$ cat src/rtl/c2f_pkg.sv
`timescale 1ns / 1ps
package c2f_pkg;

  localparam int ACC_W   = 128;
  localparam int COF_W   = 65;
  localparam int INV_W   = 48;
  localparam int CNT_W   = 7;
  localparam int MUL_LAST = 31;
  localparam int DIV_LAST = 127;

  localparam logic OP_LOAD    = 1'b0;
  localparam logic OP_CONVERT = 1'b1;
  localparam logic [1:0] ROW_NONE = 2'd3;

  localparam logic [INV_W-2:0] INV_MAX = '1;

  typedef struct packed {
    logic              operation;
    logic [1:0]        row_index;
    logic signed [31:0] value_x;
    logic signed [31:0] value_y;
    logic signed [31:0] value_z;
    logic              last_in;
  } in_item_t;

  typedef struct packed {
    logic [15:0] frac_a;
    logic [15:0] frac_b;
    logic [15:0] frac_c;
    logic        singular;
    logic        last_out;
  } out_item_t;

  typedef struct packed {
    logic mul_go;
    logic div_go;
    logic clr;
    logic sub;
  } alu_cmd_t;

  typedef enum logic [2:0] {
    S_IDLE, S_FETCH, S_ISSUE, S_WAIT, S_PUSH
  } state_t;

  typedef enum logic [1:0] {
    PH_COF, PH_DET, PH_DIV, PH_CONV
  } phase_t;

  function automatic logic [1:0] inc3(logic [1:0] x);
    return (x == 2'd2) ? 2'd0 : x + 2'd1;
  endfunction

  function automatic logic [3:0] flat_idx(logic [1:0] r, logic [1:0] c);
    return 4'({2'b0, r} + {1'b0, r, 1'b0}) + {2'b0, c};
  endfunction

  function automatic logic [3:0] row_of(logic [3:0] k);
    logic [3:0] rc;
    case (k)
      4'd0: rc = {2'd0, 2'd0};
      4'd1: rc = {2'd0, 2'd1};
      4'd2: rc = {2'd0, 2'd2};
      4'd3: rc = {2'd1, 2'd0};
      4'd4: rc = {2'd1, 2'd1};
      4'd5: rc = {2'd1, 2'd2};
      4'd6: rc = {2'd2, 2'd0};
      4'd7: rc = {2'd2, 2'd1};
      4'd8: rc = {2'd2, 2'd2};
      default: rc = '0;
    endcase
    return rc;
  endfunction

  // lattice entry for one factor of a 2x2 minor term
  function automatic logic [3:0] cof_lat_idx(logic [3:0] k, logic t, logic second);
    logic [3:0] rc;
    logic [1:0] a1, a2, b1, b2, r, c;
    rc = row_of(k);
    a1 = inc3(rc[3:2]);
    a2 = inc3(a1);
    b1 = inc3(rc[1:0]);
    b2 = inc3(b1);
    r = second ? a2 : a1;
    c = second ? (t ? b1 : b2) : (t ? b2 : b1);
    return flat_idx(r, c);
  endfunction

  function automatic logic [3:0] tr_idx(logic [3:0] k);
    logic [3:0] rc;
    rc = row_of(k);
    return flat_idx(rc[1:0], rc[3:2]);
  endfunction

endpackage

$ cat src/rtl/cartesian_to_fractional_coords_unit.sv
`timescale 1ns / 1ps
// channel | direction | handshake          | payload
// in      | input     | in_valid/in_stall   | in_item  (in_item_t)
// out     | output    | out_valid/out_stall | out_item (out_item_t)
// A convert runs nine shift-add products on one shared adder; the first
// convert after a load first inverts the lattice (18 + 3 products and nine
// divides).
// rst is synchronous and clears control state; it also clears the lattice to zero.
// The next item is taken while a result waits on a stalled output register.
module cartesian_to_fractional_coords_unit #(
  parameter int COORD_FRAC_BITS = 16
) (
  input  logic               clk,
  input  logic               rst,
  input  logic               in_valid,
  output logic               in_stall,
  input  c2f_pkg::in_item_t  in_item,
  output logic               out_valid,
  input  logic               out_stall,
  output c2f_pkg::out_item_t out_item
);
  import c2f_pkg::*;

  localparam int DIV_SH = COORD_FRAC_BITS + 32;
  localparam int FR_LO  = COORD_FRAC_BITS + 16;

  state_t state, state_next;
  phase_t phase, phase_next;
  logic [3:0] k, k_next;
  logic [1:0] t, t_next;

  logic [31:0]      lat  [9];
  logic [COF_W-1:0] cof  [9];
  logic [INV_W-1:0] inv  [9];
  logic [31:0]      vin  [3];
  logic [15:0]      frac [3];
  logic             last_r, inv_valid, sing, dneg, qneg;
  logic [ACC_W-1:0] opa_r, dmag, acc;
  logic             busy;
  alu_cmd_t         cmd;
  logic [31:0]      mplier;
  logic             in_acc, out_acc;
  logic [COF_W-1:0] cof_rd;
  logic [ACC_W-1:0] cof_x, acc_abs;
  logic [INV_W-2:0] q_sat;
  logic [3:0]       wbase;

  assign in_stall = (state != S_IDLE);
  assign in_acc   = in_valid && !in_stall;
  assign out_acc  = out_valid && !out_stall;

  c2f_alu u_alu (
    .clk    (clk),
    .rst    (rst),
    .cmd    (cmd),
    .opa    (opa_r),
    .mplier (mplier),
    .den    (dmag),
    .busy   (busy),
    .acc    (acc)
  );

  always_comb begin
    cof_rd  = cof[tr_idx(k)];
    cof_x   = {{(ACC_W-COF_W){cof_rd[COF_W-1]}}, cof_rd};
    acc_abs = acc[ACC_W-1] ? -acc : acc;
    q_sat   = (acc > ACC_W'(INV_MAX)) ? INV_MAX : acc[INV_W-2:0];
    wbase   = flat_idx(in_item.row_index, 2'd0);
  end

  always_ff @(posedge clk) begin
    if (rst) begin
      state <= S_IDLE;
      phase <= PH_COF;
      k     <= '0;
      t     <= '0;
    end else begin
      state <= state_next;
      phase <= phase_next;
      k     <= k_next;
      t     <= t_next;
    end
  end

  always_comb begin
    state_next = state;
    phase_next = phase;
    k_next     = k;
    t_next     = t;
    cmd        = '0;
    mplier     = '0;
    unique case (state)
      S_IDLE: begin
        if (in_acc && in_item.operation == OP_CONVERT) begin
          k_next = '0;
          t_next = '0;
          if (!inv_valid) begin
            phase_next = PH_COF;
            state_next = S_FETCH;
          end else if (sing) begin
            state_next = S_PUSH;
          end else begin
            phase_next = PH_CONV;
            state_next = S_FETCH;
          end
        end
      end
      S_FETCH: begin
        cmd.clr    = (t == 2'd0);
        state_next = S_ISSUE;
      end
      S_ISSUE: begin
        state_next = S_WAIT;
        unique case (phase)
          PH_COF: begin
            cmd.mul_go = 1'b1;
            cmd.sub    = t[0];
            mplier     = lat[cof_lat_idx(k, t[0], 1'b1)];
          end
          PH_DET: begin
            cmd.mul_go = 1'b1;
            mplier     = lat[{2'b0, t}];
          end
          PH_DIV: cmd.div_go = 1'b1;
          PH_CONV: begin
            cmd.mul_go = 1'b1;
            mplier     = vin[t];
          end
          default: ;
        endcase
      end
      S_WAIT: begin
        if (!busy) begin
          state_next = S_FETCH;
          unique case (phase)
            PH_COF: begin
              if (t == 2'd0) begin
                t_next = 2'd1;
              end else begin
                t_next = '0;
                if (k == 4'd8) begin
                  k_next     = '0;
                  phase_next = PH_DET;
                end else begin
                  k_next = k + 4'd1;
                end
              end
            end
            PH_DET: begin
              if (t != 2'd2) begin
                t_next = t + 2'd1;
              end else begin
                t_next = '0;
                k_next = '0;
                if (acc == '0) state_next = S_PUSH;
                else phase_next = PH_DIV;
              end
            end
            PH_DIV: begin
              if (k == 4'd8) begin
                k_next     = '0;
                phase_next = PH_CONV;
              end else begin
                k_next = k + 4'd1;
              end
            end
            PH_CONV: begin
              if (t != 2'd2) begin
                t_next = t + 2'd1;
              end else begin
                t_next = '0;
                if (k == 4'd2) state_next = S_PUSH;
                else k_next = k + 4'd1;
              end
            end
            default: ;
          endcase
        end
      end
      S_PUSH: begin
        if (!out_valid || !out_stall) state_next = S_IDLE;
      end
      default: state_next = S_IDLE;
    endcase
  end

  always_ff @(posedge clk) begin
    if (rst) begin
      inv_valid <= 1'b0;
      sing      <= 1'b0;
      out_valid <= 1'b0;
    end else begin
      if (in_acc && in_item.operation == OP_LOAD && in_item.row_index != ROW_NONE)
        inv_valid <= 1'b0;
      if (state == S_WAIT && !busy && phase == PH_DET && t == 2'd2 && acc == '0) begin
        inv_valid <= 1'b1;
        sing      <= 1'b1;
      end
      if (state == S_WAIT && !busy && phase == PH_DIV && k == 4'd8) begin
        inv_valid <= 1'b1;
        sing      <= 1'b0;
      end
      if (state == S_PUSH && (!out_valid || !out_stall)) out_valid <= 1'b1;
      else if (out_acc) out_valid <= 1'b0;
    end
  end

  // rst clears the lattice to zero so a convert before any load reports singular
  always_ff @(posedge clk) begin
    if (rst) begin
      for (int i = 0; i < 9; i++) lat[i] <= '0;
    end else if (in_acc && in_item.operation == OP_LOAD && in_item.row_index != ROW_NONE) begin
      lat[wbase]        <= in_item.value_x;
      lat[wbase + 4'd1] <= in_item.value_y;
      lat[wbase + 4'd2] <= in_item.value_z;
    end
  end

  always_ff @(posedge clk) begin
    if (in_acc && in_item.operation == OP_CONVERT) begin
      vin[0] <= in_item.value_x;
      vin[1] <= in_item.value_y;
      vin[2] <= in_item.value_z;
      last_r <= in_item.last_in;
      if (inv_valid && sing) begin
        for (int i = 0; i < 3; i++) frac[i] <= '0;
      end
    end
    if (state == S_FETCH) begin
      case (phase)
        PH_COF: begin
          opa_r <= {{(ACC_W-32){lat[cof_lat_idx(k, t[0], 1'b0)][31]}},
                    lat[cof_lat_idx(k, t[0], 1'b0)]};
        end
        PH_DET: opa_r <= {{(ACC_W-COF_W){cof[{2'b0, t}][COF_W-1]}}, cof[{2'b0, t}]};
        PH_DIV: begin
          qneg  <= cof_rd[COF_W-1] ^ dneg;
          opa_r <= (cof_rd[COF_W-1] ? -cof_x : cof_x) << DIV_SH;
        end
        default: begin
          opa_r <= {{(ACC_W-INV_W){inv[flat_idx(t, k[1:0])][INV_W-1]}},
                    inv[flat_idx(t, k[1:0])]};
        end
      endcase
    end
    if (state == S_WAIT && !busy) begin
      case (phase)
        PH_COF: if (t != 2'd0) cof[k] <= acc[COF_W-1:0];
        PH_DET: begin
          if (t == 2'd2) begin
            dneg <= acc[ACC_W-1];
            dmag <= acc_abs;
            if (acc == '0) begin
              for (int i = 0; i < 3; i++) frac[i] <= '0;
            end
          end
        end
        PH_DIV: inv[k] <= qneg ? -{1'b0, q_sat} : {1'b0, q_sat};
        default: if (t == 2'd2) frac[k[1:0]] <= acc[FR_LO+15:FR_LO];
      endcase
    end
    if (state == S_PUSH && (!out_valid || !out_stall)) begin
      out_item.frac_a   <= frac[0];
      out_item.frac_b   <= frac[1];
      out_item.frac_c   <= frac[2];
      out_item.singular <= sing;
      out_item.last_out <= last_r;
    end
  end

`ifndef SYNTHESIS
  a_sing_zero: assert property (@(posedge clk) disable iff (rst)
    (out_valid && out_item.singular) |->
      (out_item.frac_a == '0 && out_item.frac_b == '0 && out_item.frac_c == '0))
    else $error("singular result with nonzero fractions");
  a_conv_busy: assert property (@(posedge clk) disable iff (rst)
    (in_acc && in_item.operation == OP_CONVERT) |=> (state != S_IDLE))
    else $error("convert transaction did not start work");
  a_load_inval: assert property (@(posedge clk) disable iff (rst)
    (in_acc && in_item.operation == OP_LOAD && in_item.row_index != ROW_NONE) |=> !inv_valid)
    else $error("load kept a stale inverse");
`endif

endmodule

$ cat src/rtl/c2f_alu.sv
`timescale 1ns / 1ps
module c2f_alu (
  input  logic                      clk,
  input  logic                      rst,
  input  c2f_pkg::alu_cmd_t         cmd,
  input  logic [c2f_pkg::ACC_W-1:0] opa,
  input  logic [31:0]               mplier,
  input  logic [c2f_pkg::ACC_W-1:0] den,
  output logic                      busy,
  output logic [c2f_pkg::ACC_W-1:0] acc
);
  import c2f_pkg::*;

  logic [ACC_W-1:0] mc, den_r, rem;
  logic [31:0]      mp;
  logic [CNT_W-1:0] cnt;
  logic             div_mode, sub_r;
  logic [ACC_W-1:0] op_a, op_b;
  logic             do_sub, last_mul;
  logic [ACC_W:0]   sum;

  // one shared adder: shift-add multiply or restoring divide step
  always_comb begin
    last_mul = (cnt == CNT_W'(MUL_LAST));
    if (div_mode) begin
      op_a   = {rem[ACC_W-2:0], mc[ACC_W-1]};
      op_b   = den_r;
      do_sub = 1'b1;
    end else begin
      op_a   = acc;
      op_b   = mp[0] ? mc : '0;
      do_sub = sub_r ^ last_mul;
    end
    sum = {1'b0, op_a} + {1'b0, (do_sub ? ~op_b : op_b)} + {{ACC_W{1'b0}}, do_sub};
  end

  always_ff @(posedge clk) begin
    if (rst) begin
      busy <= 1'b0;
    end else if (cmd.mul_go) begin
      busy <= 1'b1;
    end else if (cmd.div_go) begin
      busy <= 1'b1;
    end else if (busy) begin
      busy <= div_mode ? (cnt != CNT_W'(DIV_LAST)) : !last_mul;
    end
  end

  always_ff @(posedge clk) begin
    if (cmd.mul_go) begin
      mc       <= opa;
      mp       <= mplier;
      cnt      <= '0;
      div_mode <= 1'b0;
      sub_r    <= cmd.sub;
    end else if (cmd.div_go) begin
      mc       <= opa;
      den_r    <= den;
      rem      <= '0;
      acc      <= '0;
      cnt      <= '0;
      div_mode <= 1'b1;
    end else if (busy) begin
      cnt <= cnt + CNT_W'(1);
      mc  <= mc << 1;
      if (div_mode) begin
        rem <= sum[ACC_W] ? sum[ACC_W-1:0] : op_a;
        acc <= {acc[ACC_W-2:0], sum[ACC_W]};
      end else begin
        acc <= sum[ACC_W-1:0];
        mp  <= mp >> 1;
      end
    end else if (cmd.clr) begin
      acc <= '0;
    end
  end

`ifndef SYNTHESIS
  a_one_go: assert property (@(posedge clk) disable iff (rst)
    !(cmd.mul_go && cmd.div_go)) else $error("mul and div started together");
  a_go_idle: assert property (@(posedge clk) disable iff (rst)
    (cmd.mul_go || cmd.div_go) |-> !busy) else $error("start while busy");
  a_go_busy: assert property (@(posedge clk) disable iff (rst)
    (cmd.mul_go || cmd.div_go) |=> busy) else $error("start did not raise busy");
`endif

endmodule
$ cat config.mk
export PLATFORM = sky130hd
export DESIGN_NAME = cartesian_to_fractional_coords_unit
export DESIGN_NICKNAME = d
export VERILOG_FILES = /design/src/rtl/c2f_pkg.sv /design/src/rtl/cartesian_to_fractional_coords_unit.sv /design/src/rtl/c2f_alu.sv
export SDC_FILE = /design/constraint.sdc
export NUM_CORES = 2
export LEC_CHECK = 0
export ABC_CLOCK_PERIOD_IN_PS = 42700
export BUFFER_PORTS_ARGS = -buffer_cell sky130_fd_sc_hd__buf_4
export CAP_MARGIN = 40
export CORE_ASPECT_RATIO = 2
export CORE_MARGIN = 10
export CORE_UTILIZATION = 50
export CTS_CLUSTER_SIZE = 8
export DETAILED_ROUTE_END_ITERATION = 10
export PLACE_DENSITY = 0.66
export SLEW_MARGIN = 5
export SYNTH_ARGS = -nofsm -noshare
export SYNTH_HDL_FRONTEND = slang
export SYNTH_SLANG_ARGS = --single-unit
$ cat constraint.sdc
create_clock -name clk -period 42.7 [get_ports clk]
set_input_delay 10.675 -clock clk [delete_from_list [all_inputs] [get_ports clk]]
set_output_delay 10.675 -clock clk [all_outputs]
set_load 0.005 [all_outputs]
==> impl_metrics.py <==
metrics = {
    "outcome": {
        "status": "finished, final reports clean",
    },
    "global_routing": {
        "grt_pass1_vias": 95700,
        "grt_usage_pct": 33.4,
        "grt_overflow": 0,
        "grt_max_degree": 157,
        "antenna_found_initial": 26,
        "grt_pass1_wl_mm": 685,
    },
    "route": {
        "vias_per_cell": 6.80,
        "drt-total-wl_mm": 485,
        "dr.pass1.iters": 9,
        "vias": 93600,
        "first_iter_violations": 10500,
        "drc_errors": 0,
        "antenna_left": 0,
        "wl_per_cell_microns": 35.3,
    },
    "cts": {
        "clk_pin_slew_ns": 0.05,
        "cts.sinks": 2555,
        "numCtsBuffers": 362,
        "clockBufferDepth": 4,
        "hold_buffers": 0,
        "cts_resized": 0,
        "h-tree-depth": 5,
        "cts_tree": "built",
        "clk_latency_ns": 0.96,
        "post_cts_buffers": 0,
        "cts_root_buf": "clkbuf_16",
    },
    "yosys": {
        "synth_top_area_cell": "edfxtp_1",
        "syn_area_sq_um": 131000,
        "synthTopCellsByArea": "edfxtp_1 58%, mux4_2 11%, nand2_1 4.3%",
        "synth-seq-area-share_pct": 58.2,
        "synth_cell_type_count": 97,
        "synth_top_area_share_pct": 57.8,
        "syn-instance-count": 10200,
        "synthArstFlopShare_pct": 0,
        "synth_edf_count": 2526,
        "synth_most_common_cell": "edfxtp_1",
        "ys.flop_type": "edfxtp_1",
        "synth_seq_cells": 2555,
        "synth_common_cells": "2,526 x edfxtp_1, 1,506 x nand2_1, 769 x nor2_1",
        "synth_area_per_cell_sq_um": 12.9,
        "syn_nets": 10500,
        "ys_warn_count": 0,
    },
    "timing": {
        "fin_ws_ns": 27.80,
        "period_minus_slack_ns": 14.90,
        "setup_tns_ns": 0,
        "clock.fmax_mhz": 67.1,
        "tightestPinTransition_ns": 1.30,
        "skew_ns": 0.104,
        "finalHoldViolations": 0,
        "rsz0062_at_grt": "false",
        "finalSetupViolations": 0,
        "relSlewSlack_pct": 13.5,
        "hold_ws_ns": 0.402,
        "fin_crit_sh_pct": 34.9,
        "drv_slew": 0,
    },
    "setup_path": {
        "crit_end": "lat[8][24]",
        "crit_family": "simple AND/OR/NAND/NOR gates",
        "slowest_delay_ns": 0.77,
        "rr_endpoint": "u_alu.rem[1]",
        "worst_path_most_repeated_cell": "buf_4",
        "critPathMaxFanout": 77,
        "path_buf_inv": 4,
        "r2r_slack_ns": 33.75,
        "crit_type": "in -> reg",
        "path_depth": 10,
        "r2r-start": "u_alu.div_mode",
        "startpoint_type": "primary input",
        "crit_slowest_cell": "buf_4",
        "critPathCaptureType": "flip-flop",
        "worstPathCellList": "buf_4 > ha_1 > or4b_2 > nor2_1 > buf_6 > and3_4 > buf_4 > or3_2 > nand2b_2 > buf_4",
        "cp.required_ns": 43.23,
        "reg2reg_depth": 19,
        "crit_start": "in_item[98]",
        "arrival_ns": 15.43,
    },
    "floorplanning": {
        "io_pins": 156,
        "dieArea_sq_um": 285000,
        "coreArea_sq_um": 262000,
        "std_cell_rows": 266,
        "die_x_microns": 382,
        "start_util_pct": 50.1,
        "die_y_microns": 745,
    },
    "finish": {
        "syn_to_final_growth_pct": 11.9,
        "fin_util_pct": 56.1,
        "fill_cells": 21100,
        "fin_cells": 13800,
        "drive_gt1_share_pct": 18.2,
        "nets": 10500,
        "final_area_sq_um": 147000,
    },
    "placement": {
        "dp_hpwl_mm": 325,
        "place_area_sq_um": 137000,
        "pre_cts_slack_ns": 27.06,
        "place_inst": 13300,
        "gp_congestion": 0.992,
        "io_buffers": 155,
    },
    "power": {
        "p_per_area_nw_per_um2": 74.7,
        "ir_drop_v": 0.0000751,
        "p_total_mw": 11.0,
        "p_leak_nw": 50.0,
    },
    "min_path": {
        "hold_class": "reg -> reg",
        "min_path_cells": 0,
    },
    "flow_run": {
        "cap_viol_max_count": 0,
    },
}
==> cell type report <==
class                   count  area (sq um)  area share [%]
diodes                     18          45.0          0.0306
clock buffers             407          9360            6.36
clock inverters            16           209           0.142
inverters                 104           408           0.277
multi-input cells        6690         51800            35.2
flip-flops and latches   2555         76400            52.0
well taps                3484          4360            2.97
repair buffers            481          4410            3.00
==> cells in the final DEF, fill, tap and decap left out, types with 32 or more instances in the layout <==
master	count
or3_1	49
mux2_2	190
a22oi_1	176
nor3_1	71
and2_1	61
xor2_1	220
xnor2_1	235
nand3_1	75
a22o_1	32
nor2_1	757
o21ai_0	511
o21bai_1	46
mux2i_1	287
nand4_1	90
ha_1	165
a222oi_1	32
inv_1	98
a21o_1	85
a31oi_1	33
buf_4	399
edfxtp_1	2526
clkbuf_16	368
o31ai_1	41
nor4_1	33
clkbuf_1	39
nand2_1	1491
a21oi_1	651
a211oi_1	48
a221oi_1	199
mux4_2	642
==> metal layers <==
metal	track usage, %	part of all wire (%)	routed length (microns)	vias to the layer above
met3	6.67	8.0	38900	2254
met5	0	0.026	127	-
met1	32.0	29	141000	46700
met4	34.0	13	62000	16
li1	-	-	-	38800
met2	58.0	50	243000	5753
==> sequential cells by signal, indices dropped and copies added, names as in the netlist, 2 cells and up, named ones only <==
| register | count |
|---|---|
| u_alu.den_r | 128 |
| lat | 512 |
| u_alu.acc | 128 |
| cof | 585 |
| out_item | 50 |
| vin | 96 |
| dmag | 128 |
| u_alu.mc | 128 |
| k | 4 |
| frac | 48 |
| inv | 432 |
| u_alu.rem | 127 |
| phase | 2 |
| t | 2 |
| opa_r | 128 |
| state | 3 |
| u_alu.mp | 32 |
| u_alu.cnt | 7 |
==> cell families (layout without fill, tap and decap cells) <==
kind of cell    Yosys count  in the layout  synth area share, %
buf+inv                 967           1008                 2.84
other cells               0             18                    0
mux                    1126           1126                 14.9
xor+xnor                455            455                 3.03
flops                  2555           2555                 58.2
fa+ha+maj               186            186                 1.82
compound gates         2053           2053                 9.86
simple gates           2870           2870                 9.37
==> worst min path at each step <==
stage	from	end	slack [ns]
2_1_floorplan	last_r	out_item[0]	0.40
3_3_place_gp	dmag[96]	u_alu.den_r[96]	0.40
3_5_place_dp	frac[2][13]	out_item[15]	0.40
4_1_cts	frac[0][12]	out_item[46]	0.39
5_1_grt	frac[0][8]	out_item[42]	0.39
6_report	frac[0][8]	out_item[42]	0.40
==> power by group <==
part	switching [mW]	total, mW	leakage, nW	internal, mW
clock	1.06	2.58	4.68	1.52
sequential	0.195	3.42	23.5	3.22
combinational	3.26	4.98	21.8	1.73
(Power assumes the default switching activity.)
